File: src/hdl/fis_pkg.sv
// Package for the frame interval statistics block: payload structs, codes and widths.
// Used by fis_unit and frame_interval_statistics. Depends on nothing.
package fis_pkg;

  // Field widths.
  localparam int unsigned FuncW  = 3;
  localparam int unsigned TimeW  = 63;
  localparam int unsigned CountW = 32;
  localparam int unsigned MeanW  = 40;
  localparam int unsigned M2W    = 64;
  localparam int unsigned FpsW   = 32;
  localparam int unsigned RateW  = 32;

  // Shared arithmetic unit widths and step counts.
  localparam int unsigned UnitAW    = 72;
  localparam int unsigned UnitBW    = 64;
  localparam int unsigned UnitRW    = 80;
  localparam int unsigned MulW      = 40;
  localparam int unsigned CntW      = 7;
  localparam int unsigned DivSteps  = 72;
  localparam int unsigned SqrtSteps = 36;
  localparam int unsigned MulSteps  = 40;

  localparam logic [RateW-1:0] RateReset = 32'd10000000;

  // Event kinds.
  typedef enum logic [FuncW-1:0] {
    FUNC_FRAME = 3'd0,
    FUNC_TIC   = 3'd1,
    FUNC_TOC   = 3'd2,
    FUNC_PAIR  = 3'd3,
    FUNC_CLEAR = 3'd4
  } func_e;

  // Operations of the shared unit.
  typedef enum logic [1:0] {
    OP_DIV  = 2'd0,
    OP_SQRT = 2'd1,
    OP_MUL  = 2'd2
  } unit_op_e;

  // Sequencer states.
  typedef enum logic [3:0] {
    ST_IDLE,
    ST_EVENT,
    ST_DIFF,
    ST_MDIV,
    ST_ERR,
    ST_MMUL,
    ST_REPORT,
    ST_DDIV,
    ST_DSQRT,
    ST_FMUL,
    ST_FDIV,
    ST_DONE
  } state_e;

  typedef struct packed {
    logic [FuncW-1:0] func;
    logic [TimeW-1:0] time_now;
    logic [TimeW-1:0] meas_start;
    logic [TimeW-1:0] meas_stop;
  } in_item_t;

  typedef struct packed {
    logic [CountW-1:0] sample_count;
    logic [CountW-1:0] min_interval;
    logic [CountW-1:0] max_interval;
    logic [MeanW-1:0]  mean_interval;
    logic [MeanW-1:0]  deviation;
    logic [FpsW-1:0]   frames_per_second;
    logic [TimeW-1:0]  elapsed_ticks;
    logic              stats_valid;
    logic              deviation_valid;
    logic              fps_valid;
  } out_item_t;

endpackage

File: src/hdl/fis_unit.sv
// Shared iterative arithmetic unit: restoring divide, square root and shift-add multiply.
// Handles one bit (or one bit pair) per cycle. Depends on fis_pkg.
module fis_unit (
  input  logic                         clk_i,
  input  logic                         rst_ni,
  input  logic                         start_i,
  input  fis_pkg::unit_op_e            op_i,
  input  logic [fis_pkg::UnitAW-1:0]   a_i,
  input  logic [fis_pkg::UnitBW-1:0]   b_i,
  output logic                         done_o,
  output logic [fis_pkg::UnitRW-1:0]   result_o
);
  import fis_pkg::*;

  unit_op_e           op_q, op_d;
  logic               busy_q, busy_d;
  logic               done_q, done_d;
  logic [CntW-1:0]    cnt_q, cnt_d;
  logic [UnitRW-1:0]  work_q, work_d;
  logic [UnitBW-1:0]  rem_q, rem_d;
  logic [UnitBW-1:0]  aux_q, aux_d;

  logic [UnitBW:0]    div_sh, div_diff;
  logic               div_ge;
  logic [UnitBW-1:0]  sq_sh, sq_trial, sq_diff;
  logic               sq_ge;
  logic [UnitRW-1:0]  mul_sum;

  // One step of each operation; the sequencer below picks one.
  always_comb begin
    div_sh   = {rem_q, work_q[UnitAW-1]};
    div_ge   = div_sh >= {1'b0, aux_q};
    div_diff = div_sh - {1'b0, aux_q};
    sq_sh    = {rem_q[UnitBW-3:0], work_q[UnitAW-1 -: 2]};
    sq_trial = {aux_q[UnitBW-3:0], 2'b01};
    sq_ge    = sq_sh >= sq_trial;
    sq_diff  = sq_sh - sq_trial;
    mul_sum  = {work_q[UnitRW-2:0], 1'b0}
             + (rem_q[MulW-1] ? {{(UnitRW-MulW){1'b0}}, aux_q[MulW-1:0]} : '0);
  end

  // Operand loading and iteration control.
  always_comb begin
    op_d   = op_q;
    busy_d = busy_q;
    done_d = 1'b0;
    cnt_d  = cnt_q;
    work_d = work_q;
    rem_d  = rem_q;
    aux_d  = aux_q;
    if (start_i) begin
      op_d   = op_i;
      busy_d = 1'b1;
      case (op_i)
        OP_MUL: begin
          work_d = '0;
          rem_d  = {{(UnitBW-MulW){1'b0}}, a_i[MulW-1:0]};
          aux_d  = b_i;
          cnt_d  = CntW'(MulSteps);
        end
        OP_SQRT: begin
          work_d = {{(UnitRW-UnitAW){1'b0}}, a_i};
          rem_d  = '0;
          aux_d  = '0;
          cnt_d  = CntW'(SqrtSteps);
        end
        default: begin
          work_d = {{(UnitRW-UnitAW){1'b0}}, a_i};
          rem_d  = '0;
          aux_d  = b_i;
          cnt_d  = CntW'(DivSteps);
        end
      endcase
    end else if (busy_q) begin
      cnt_d = cnt_q - CntW'(1);
      if (cnt_q == CntW'(1)) begin
        busy_d = 1'b0;
        done_d = 1'b1;
      end
      case (op_q)
        OP_MUL: begin
          work_d = mul_sum;
          rem_d  = {rem_q[UnitBW-2:0], 1'b0};
        end
        OP_SQRT: begin
          work_d = {work_q[UnitRW-3:0], 2'b00};
          rem_d  = sq_ge ? sq_diff : sq_sh;
          aux_d  = {aux_q[UnitBW-2:0], sq_ge};
        end
        default: begin
          work_d = {work_q[UnitRW-2:0], div_ge};
          rem_d  = div_ge ? div_diff[UnitBW-1:0] : div_sh[UnitBW-1:0];
        end
      endcase
    end
  end

  // Control registers reset; datapath registers do not.
  always_ff @(posedge clk_i or negedge rst_ni) begin
    if (!rst_ni) begin
      op_q   <= OP_DIV;
      busy_q <= 1'b0;
      done_q <= 1'b0;
      cnt_q  <= '0;
    end else begin
      op_q   <= op_d;
      busy_q <= busy_d;
      done_q <= done_d;
      cnt_q  <= cnt_d;
    end
  end

  always_ff @(posedge clk_i) begin
    work_q <= work_d;
    rem_q  <= rem_d;
    aux_q  <= aux_d;
  end

  // Result selection.
  always_comb begin
    case (op_q)
      OP_MUL:  result_o = work_q;
      OP_SQRT: result_o = {{(UnitRW-UnitBW){1'b0}}, aux_q};
      default: result_o = {{(UnitRW-UnitAW){1'b0}}, work_q[UnitAW-1:0]};
    endcase
  end

  assign done_o = done_q;

endmodule

File: src/hdl/frame_interval_statistics.sv
// Top level of the frame interval statistics block: handshakes, statistics state, sequencer.
// Depends on fis_pkg and fis_unit.
//
//  Port group     Direction  Handshake              Payload
//  in_*           input      in_valid_i/in_ready_o   fis_pkg::in_item_t
//  out_*          output     out_valid_o/out_ready_i fis_pkg::out_item_t
//  cfg_*          input      cfg_we_i                tick rate, 32 bits
//
// A transaction that adds no interval, with the count below two, passes only through the
// event, report and done states. Adding an interval runs a 72-step divide and a 40-step
// multiply, the deviation a 72-step divide and a 36-step root, and the frame rate a 40-step
// multiply and a 72-step divide; all of it runs through the one shared unit in fis_unit.
// Reset is asynchronous and clears all statistics; the tick rate returns to 10 MHz.
// A finished result waits in the output register while the next input is accepted.
module frame_interval_statistics (
  input  logic                         clk_i,
  input  logic                         rst_ni,
  input  logic                         in_valid_i,
  output logic                         in_ready_o,
  input  fis_pkg::in_item_t            in_data_i,
  output logic                         out_valid_o,
  input  logic                         out_ready_i,
  output fis_pkg::out_item_t           out_data_o,
  input  logic                         cfg_we_i,
  input  logic [fis_pkg::RateW-1:0]    cfg_wdata_i
);
  import fis_pkg::*;

  localparam logic [CountW-1:0] CountMax = '1;

  state_e state_q, state_d;

  // Captured transaction.
  logic [FuncW-1:0]  func_q, func_d;
  logic [TimeW-1:0]  time_q, time_d, mstart_q, mstart_d, mstop_q, mstop_d;

  // Statistics state.
  logic              armed_q, armed_d, pend_q, pend_d;
  logic [TimeW-1:0]  tic_q, tic_d, first_q, first_d, last_q, last_d;
  logic [CountW-1:0] count_q, count_d, min_q, min_d, max_q, max_d;
  logic [MeanW-1:0]  mean_q, mean_d;
  logic [M2W-1:0]    m2_q, m2_d;
  logic [RateW-1:0]  rate_q;

  // Working registers.
  logic [CountW-1:0] v_q, v_d;
  logic [MeanW-1:0]  diff_q, diff_d, dev_q, dev_d;
  logic              xge_q, xge_d, fv_q, fv_d;
  logic [TimeW-1:0]  elapsed_q, elapsed_d;
  logic [FpsW-1:0]   fps_q, fps_d;

  // Output register.
  out_item_t out_q, out_d;
  logic      out_valid_q, out_valid_d;

  // Shared unit interface.
  logic              u_start;
  unit_op_e          u_op;
  logic [UnitAW-1:0] u_a;
  logic [UnitBW-1:0] u_b;
  logic              u_done;
  logic [UnitRW-1:0] u_res;

  // Interval and helper arithmetic.
  logic [TimeW-1:0]  iv_stop, iv_start;
  logic [TimeW:0]    iv_diff;
  logic [CountW-1:0] iv_val;
  logic [MeanW-1:0]  x_val;
  logic [M2W-1:0]    m2_add;
  logic [M2W:0]      m2_sum;
  logic              do_add;

  fis_unit u_unit (
    .clk_i   (clk_i),
    .rst_ni  (rst_ni),
    .start_i (u_start),
    .op_i    (u_op),
    .a_i     (u_a),
    .b_i     (u_b),
    .done_o  (u_done),
    .result_o(u_res)
  );

  // Interval of the current event: stop minus start, zero if negative, saturated.
  always_comb begin
    case (func_e'(func_q))
      FUNC_TOC: begin
        iv_stop  = time_q;
        iv_start = tic_q;
      end
      FUNC_PAIR: begin
        iv_stop  = mstop_q;
        iv_start = mstart_q;
      end
      default: begin
        iv_stop  = time_q;
        iv_start = last_q;
      end
    endcase
    iv_diff = {1'b0, iv_stop} - {1'b0, iv_start};
    if (iv_diff[TimeW])
      iv_val = '0;
    else if (iv_diff[TimeW-1:CountW] != '0)
      iv_val = CountMax;
    else
      iv_val = iv_diff[CountW-1:0];
    x_val  = {v_q, 8'b0};
    m2_add = (u_res[UnitRW-1:UnitAW] != '0) ? '1 : u_res[UnitAW-1:8];
    m2_sum = {1'b0, m2_q} + {1'b0, m2_add};
  end

  // Sequencer: next state, statistics updates and unit commands.
  always_comb begin
    state_d     = state_q;
    func_d      = func_q;
    time_d      = time_q;
    mstart_d    = mstart_q;
    mstop_d     = mstop_q;
    armed_d     = armed_q;
    pend_d      = pend_q;
    tic_d       = tic_q;
    first_d     = first_q;
    last_d      = last_q;
    count_d     = count_q;
    min_d       = min_q;
    max_d       = max_q;
    mean_d      = mean_q;
    m2_d        = m2_q;
    v_d         = v_q;
    diff_d      = diff_q;
    xge_d       = xge_q;
    fv_d        = fv_q;
    elapsed_d   = elapsed_q;
    dev_d       = dev_q;
    fps_d       = fps_q;
    out_d       = out_q;
    out_valid_d = out_valid_q;
    u_start     = 1'b0;
    u_op        = OP_DIV;
    u_a         = '0;
    u_b         = '0;
    do_add      = 1'b0;

    if (out_valid_q && out_ready_i) out_valid_d = 1'b0;

    case (state_q)
      ST_IDLE: begin
        if (in_valid_i) begin
          func_d   = in_data_i.func;
          time_d   = in_data_i.time_now;
          mstart_d = in_data_i.meas_start;
          mstop_d  = in_data_i.meas_stop;
          state_d  = ST_EVENT;
        end
      end
      ST_EVENT: begin
        state_d = ST_REPORT;
        case (func_e'(func_q))
          FUNC_FRAME: begin
            if (armed_q) begin
              do_add = 1'b1;
              last_d = time_q;
            end else begin
              first_d = time_q;
              last_d  = time_q;
              armed_d = 1'b1;
            end
          end
          FUNC_TIC: begin
            tic_d  = time_q;
            pend_d = 1'b1;
            if (!armed_q) begin
              first_d = time_q;
              last_d  = time_q;
              armed_d = 1'b1;
            end
          end
          FUNC_TOC: begin
            if (pend_q) begin
              do_add = 1'b1;
              last_d = time_q;
              pend_d = 1'b0;
            end
          end
          FUNC_PAIR: begin
            do_add = (mstart_q != '0) && (mstop_q != '0);
          end
          FUNC_CLEAR: begin
            armed_d = 1'b0;
            pend_d  = 1'b0;
            tic_d   = '0;
            first_d = '0;
            last_d  = '0;
            count_d = '0;
            min_d   = '0;
            max_d   = '0;
            mean_d  = '0;
            m2_d    = '0;
          end
          default: ;
        endcase
        // Count, minimum and maximum update at once; the mean follows.
        if (do_add) begin
          v_d = iv_val;
          if (count_q == '0) begin
            min_d = iv_val;
            max_d = iv_val;
          end else begin
            if (iv_val < min_q) min_d = iv_val;
            if (iv_val > max_q) max_d = iv_val;
          end
          if (count_q != CountMax) count_d = count_q + CountW'(1);
          state_d = ST_DIFF;
        end
      end
      ST_DIFF: begin
        // Distance of the new sample from the mean, then divide by the count.
        xge_d   = x_val >= mean_q;
        diff_d  = (x_val >= mean_q) ? x_val - mean_q : mean_q - x_val;
        u_start = 1'b1;
        u_op    = OP_DIV;
        u_a     = {{(UnitAW-MeanW){1'b0}}, diff_d};
        u_b     = {{(UnitBW-CountW){1'b0}}, count_q};
        state_d = ST_MDIV;
      end
      ST_MDIV: begin
        if (u_done) begin
          mean_d  = xge_q ? mean_q + u_res[MeanW-1:0] : mean_q - u_res[MeanW-1:0];
          state_d = ST_ERR;
        end
      end
      ST_ERR: begin
        // Product of the old and new distances feeds the squared deviation sum.
        u_start = 1'b1;
        u_op    = OP_MUL;
        u_a     = {{(UnitAW-MeanW){1'b0}}, diff_q};
        u_b     = {{(UnitBW-MeanW){1'b0}}, xge_q ? x_val - mean_q : mean_q - x_val};
        state_d = ST_MMUL;
      end
      ST_MMUL: begin
        if (u_done) begin
          m2_d    = m2_sum[M2W] ? '1 : m2_sum[M2W-1:0];
          state_d = ST_REPORT;
        end
      end
      ST_REPORT: begin
        elapsed_d = last_q - first_q;
        fv_d      = (count_q > CountW'(1)) && (last_q != first_q);
        dev_d     = '0;
        fps_d     = '0;
        if (count_q > CountW'(1)) begin
          u_start = 1'b1;
          u_op    = OP_DIV;
          u_a     = {m2_q, 8'b0};
          u_b     = {{(UnitBW-CountW){1'b0}}, count_q - CountW'(1)};
          state_d = ST_DDIV;
        end else begin
          state_d = ST_DONE;
        end
      end
      ST_DDIV: begin
        if (u_done) begin
          u_start = 1'b1;
          u_op    = OP_SQRT;
          u_a     = u_res[UnitAW-1:0];
          state_d = ST_DSQRT;
        end
      end
      ST_DSQRT: begin
        if (u_done) begin
          dev_d = u_res[MeanW-1:0];
          if (fv_q) begin
            u_start = 1'b1;
            u_op    = OP_MUL;
            u_a     = {{(UnitAW-CountW){1'b0}}, count_q - CountW'(1)};
            u_b     = {{(UnitBW-RateW){1'b0}}, rate_q};
            state_d = ST_FMUL;
          end else begin
            state_d = ST_DONE;
          end
        end
      end
      ST_FMUL: begin
        if (u_done) begin
          u_start = 1'b1;
          u_op    = OP_DIV;
          u_a     = {u_res[UnitBW-1:0], 8'b0};
          u_b     = {1'b0, elapsed_q};
          state_d = ST_FDIV;
        end
      end
      ST_FDIV: begin
        if (u_done) begin
          fps_d   = (u_res[UnitAW-1:FpsW] != '0) ? '1 : u_res[FpsW-1:0];
          state_d = ST_DONE;
        end
      end
      ST_DONE: begin
        // Hand the result over once the output register is free.
        if (!out_valid_q || out_ready_i) begin
          out_d.sample_count      = count_q;
          out_d.min_interval      = min_q;
          out_d.max_interval      = max_q;
          out_d.mean_interval     = mean_q;
          out_d.deviation         = dev_q;
          out_d.frames_per_second = fps_q;
          out_d.elapsed_ticks     = elapsed_q;
          out_d.stats_valid       = count_q != '0;
          out_d.deviation_valid   = count_q > CountW'(1);
          out_d.fps_valid         = fv_q;
          out_valid_d             = 1'b1;
          state_d                 = ST_IDLE;
        end
      end
      default: state_d = ST_IDLE;
    endcase
  end

  // State register.
  always_ff @(posedge clk_i or negedge rst_ni) begin
    if (!rst_ni) begin
      state_q <= ST_IDLE;
    end else begin
      state_q <= state_d;
    end
  end

  // Statistics, configuration and output control.
  always_ff @(posedge clk_i or negedge rst_ni) begin
    if (!rst_ni) begin
      armed_q     <= 1'b0;
      pend_q      <= 1'b0;
      tic_q       <= '0;
      first_q     <= '0;
      last_q      <= '0;
      count_q     <= '0;
      min_q       <= '0;
      max_q       <= '0;
      mean_q      <= '0;
      m2_q        <= '0;
      rate_q      <= RateReset;
      fv_q        <= 1'b0;
      out_valid_q <= 1'b0;
    end else begin
      armed_q     <= armed_d;
      pend_q      <= pend_d;
      tic_q       <= tic_d;
      first_q     <= first_d;
      last_q      <= last_d;
      count_q     <= count_d;
      min_q       <= min_d;
      max_q       <= max_d;
      mean_q      <= mean_d;
      m2_q        <= m2_d;
      fv_q        <= fv_d;
      out_valid_q <= out_valid_d;
      if (cfg_we_i) rate_q <= cfg_wdata_i;
    end
  end

  // Payload and working registers.
  always_ff @(posedge clk_i) begin
    func_q    <= func_d;
    time_q    <= time_d;
    mstart_q  <= mstart_d;
    mstop_q   <= mstop_d;
    v_q       <= v_d;
    diff_q    <= diff_d;
    xge_q     <= xge_d;
    elapsed_q <= elapsed_d;
    dev_q     <= dev_d;
    fps_q     <= fps_d;
    out_q     <= out_d;
  end

  assign in_ready_o  = state_q == ST_IDLE;
  assign out_valid_o = out_valid_q;
  assign out_data_o  = out_q;

endmodule

File: config.mk
export PLATFORM = sky130hd
export DESIGN_NAME = frame_interval_statistics
export DESIGN_NICKNAME = d
export VERILOG_FILES = /design/src/hdl/fis_pkg.sv /design/src/hdl/fis_unit.sv /design/src/hdl/frame_interval_statistics.sv
export SDC_FILE = /design/constraint.sdc
export NUM_CORES = 2
export LEC_CHECK = 0
export BUFFER_PORTS_ARGS = -buffer_cell sky130_fd_sc_hd__buf_2
export CORE_UTILIZATION = 35
export DETAILED_ROUTE_END_ITERATION = 12
export GPL_TIMING_DRIVEN = 0
export PLACE_DENSITY = 0.62
export SYNTH_ARGS = -nofsm -noshare
export SYNTH_HDL_FRONTEND = slang
export SYNTH_SLANG_ARGS = --single-unit
export TNS_END_PERCENT = 20
File: constraint.sdc
create_clock -name clk_i -period 19.9 [get_ports clk_i]
set_clock_uncertainty 0.05 [all_clocks]
set_input_delay 0.995 -clock clk_i [delete_from_list [all_inputs] [get_ports clk_i]]
set_output_delay 0.995 -clock clk_i [all_outputs]
set_load 0.01 [all_outputs]
==> metrics.yaml <==
cp-startpoint: "func_q[0]"
netlist.area_leader.share: 0.315
core_area_um2: 238000
path_delay_family: "compound AO/OA/AOI/OAI gates"
hold_slack_ps: 64.4
synth.cell_area_um2: 84000
rr_worst_depth: 40
slew_viol_final: 26
path_max_fanout: 10
nNetsFinal: 10261
cellPowerDensity_nw_per_um2: 62.3
synth-main-ff-cell: "edfxtp_1"
critPathBufInv: 8
placed_cell_area_um2: 91700
cts-root-buf: "clkbuf_16"
dp_hpwl_um: 307000
placed_cells: 12497
synth_top_area_cell: "edfxtp_1"
fill_cells: 23464
clk_pin_slew_ps: 60
cts_resized: 0
slowest_stage: "buf_1"
postCtsHoldBufs: 0
post-cts-setup-buffers: 0
synthTopCellsByArea: "edfxtp_1 (32%), dfrtp_1 (13%), ha_1 (8.0%), nand2_1 (4.6%), o21ai_0 (4.6%)"
synth-seq-area-share: 0.447
synth_cell_types: 90
rsz0062_at_grt: "false"
r2r_start: "func_q[0]"
r2r_end: "max_q[11]"
routed_via_density: 5.94
area_growth_syn_to_layout_pct: 15.7
cap_violations: 0
ios: 505
clk_latency_ps: 860
power_w: 0.00606
clock_sinks: 1322
relSlewSlack: -0.128
port_buffers: 503
grt_pass1_wl_um: 534000
status: "finished with violations"
num_vias: 76044
crit_arrival_ps: 13500
hold_viol_final: 0
ys_seq_elements: 1322
tritoncts: "done"
irDropWorstVdd_mv: 0.0792
grt_max_degree: 110
cts-buffers-inserted: 157
gr-total-overflow: 0
tns_ps: 0
violations: "design-rule violations, max-slew violations"
wl_um: 382000
htreeDepth: 4
critPathKind: "register to register"
rows: 179
antenna_found_initial: 25
final_cell_mix: "nand2_1 (1031), edfxtp_1 (882), o21ai_0 (767)"
gp_congestion: 1.02
ys_async_sr_fraction: 0.333
start_util: 0.353
stdcell_area_um2: 97200
hold_class: "input pin to async pin"
drc: 18
cts_buffer_depth: 3
critPathCapture: "max_q[11]"
track_usage: 0.306
final_common_cell: "nand2_1"
die_height_um: 492
ant_nets: 0
crit_path_frequent_cell: "a21o_1"
die_x_um: 492
worstSetupEndpointType: "register"
dieArea_um2: 242000
syn_inst: 8753
p_leak_nw: 39.1
timing.final.crit_share: 0.647
synth_nets: 9524
fin_crit_ps: 12880
r2r_slack_ps: 7020
fmax_ghz: 0.0776
yosysWarnings: 0
setup_viol: 0
worst_setup_path_start_kind: "register"
grt_pass1_vias: 72394
cp_num_cells: 40
tightest_slew_ps: 1690
fin_cells: 12800
dr.pass1.iters: 12
avgSynthCellArea_um2: 9.59
crit_required_ps: 20520
drive_gt1_frac: 0.108
initialDrtViolationCount: 9707
synth-edff-count: 882
wire_per_inst_um: 29.8
cpPeakStageDelay_ps: 960
==> flip-flops by register name (all words and copies together), names as in the netlist, 63 cells and up <==
signal / cells
u_unit.rem_q: 64
u_unit.work_q: 80
time_q: 63
m2_q: 64
tic_q: 63
elapsed_q: 63
mstop_q: 63
u_unit.aux_q: 64
mstart_q: 63
last_q: 63
out_data_o: 274
first_q: 63
==> worst min path at each step <==
stage                     startpoint         endpoint  slack [ps]  cells past startpoint
after detailed placement    fps_q[4]   out_data_o[70]         350                      0
after CTS                     rst_ni        tic_q[55]          60                      1
final                         rst_ni        tic_q[55]          60                      1
after global placement      dev_q[8]  out_data_o[106]         350                      0
after global routing          rst_ni        tic_q[55]         100                      1
after floorplan             dev_q[2]  out_data_o[100]         350                      0
==> power breakdown <==
part | total, W | internal (W) | switching, W
registers | 0.00293 | 0.00292 | 0.0000103
logic | 0.0000600 | 0.0000238 | 0.0000362
clock network | 0.00307 | 0.00177 | 0.00130
==> synth_stat cells, types with 49 or more instances <==
| cell | count |
|---|---|
| a21o_1 | 321 |
| a21oi_1 | 736 |
| a221o_1 | 50 |
| a221oi_1 | 60 |
| a222oi_1 | 80 |
| a22oi_1 | 106 |
| a31oi_1 | 117 |
| and2_1 | 78 |
| and3_1 | 69 |
| clkbuf_1 | 416 |
| dfrtp_1 | 432 |
| edfxtp_1 | 882 |
| ha_1 | 535 |
| inv_1 | 416 |
| mux2_2 | 116 |
| mux2i_1 | 151 |
| nand2_1 | 1033 |
| nand2b_1 | 85 |
| nand3_1 | 122 |
| nand4_1 | 111 |
| nor2_1 | 520 |
| nor2b_1 | 63 |
| nor3_1 | 93 |
| nor4_1 | 67 |
| o21a_1 | 85 |
| o21ai_0 | 769 |
| o21bai_1 | 69 |
| o22ai_1 | 103 |
| o31ai_1 | 49 |
| xnor2_1 | 295 |
| xor2_1 | 204 |
==> worst reg2reg max path, delay by kind of cell (launching register included) <==
family	cells	cell delay, ps
mux	1	290
simple gates	5	1320
compound gates	23	6060
buf+inv	8	3590
fa+ha+maj	3	1110
flops	1	320
==> metrics by stage <==
step           utilization  setup WS (ps)
2_1_floorplan            -           7620
3_3_place_gp         0.380           2050
3_5_place_dp         0.385           7090
4_1_cts              0.408           7030
5_1_grt              0.408           6600
6_report             0.408           7020
==> per-layer routing <==
layer  share of wire  wire, µm  global-route usage  vias to the layer above
li1                -         -                   -                    33959
met1            0.41    155000               0.397                    37051
met2            0.44    166000               0.470                     4103
met3           0.085     32500              0.0558                      921
met4           0.073     27800               0.192                       10
met5         0.00016        62                   0                        -
==> area by class of cell <==
cell class	instances	area (µm²)	share of cell area
clock buffers	191	4230	0.0435
plain buffers	470	1810	0.0187
multi-input cells	6540	43200	0.444
diodes	9	22.5	0.000232
clock inverters	102	1180	0.0122
well taps	3167	3960	0.0408
flip-flops and latches	1322	37500	0.386
inverters	421	1580	0.0163
repair buffers	578	3690	0.0380
==> cells by family after synthesis <==
group	after synthesis	synth area share
adders and majority gates	542	0.0814
muxes	267	0.0336
AOI/OAI and AO/OA	2893	0.220
DFF	1322	0.447
xor gates and xnor gates	499	0.0520
buffers and inverters	891	0.0403
and+or+nand+nor	2339	0.126
Note: power is estimated with default switching activity, not from simulation.
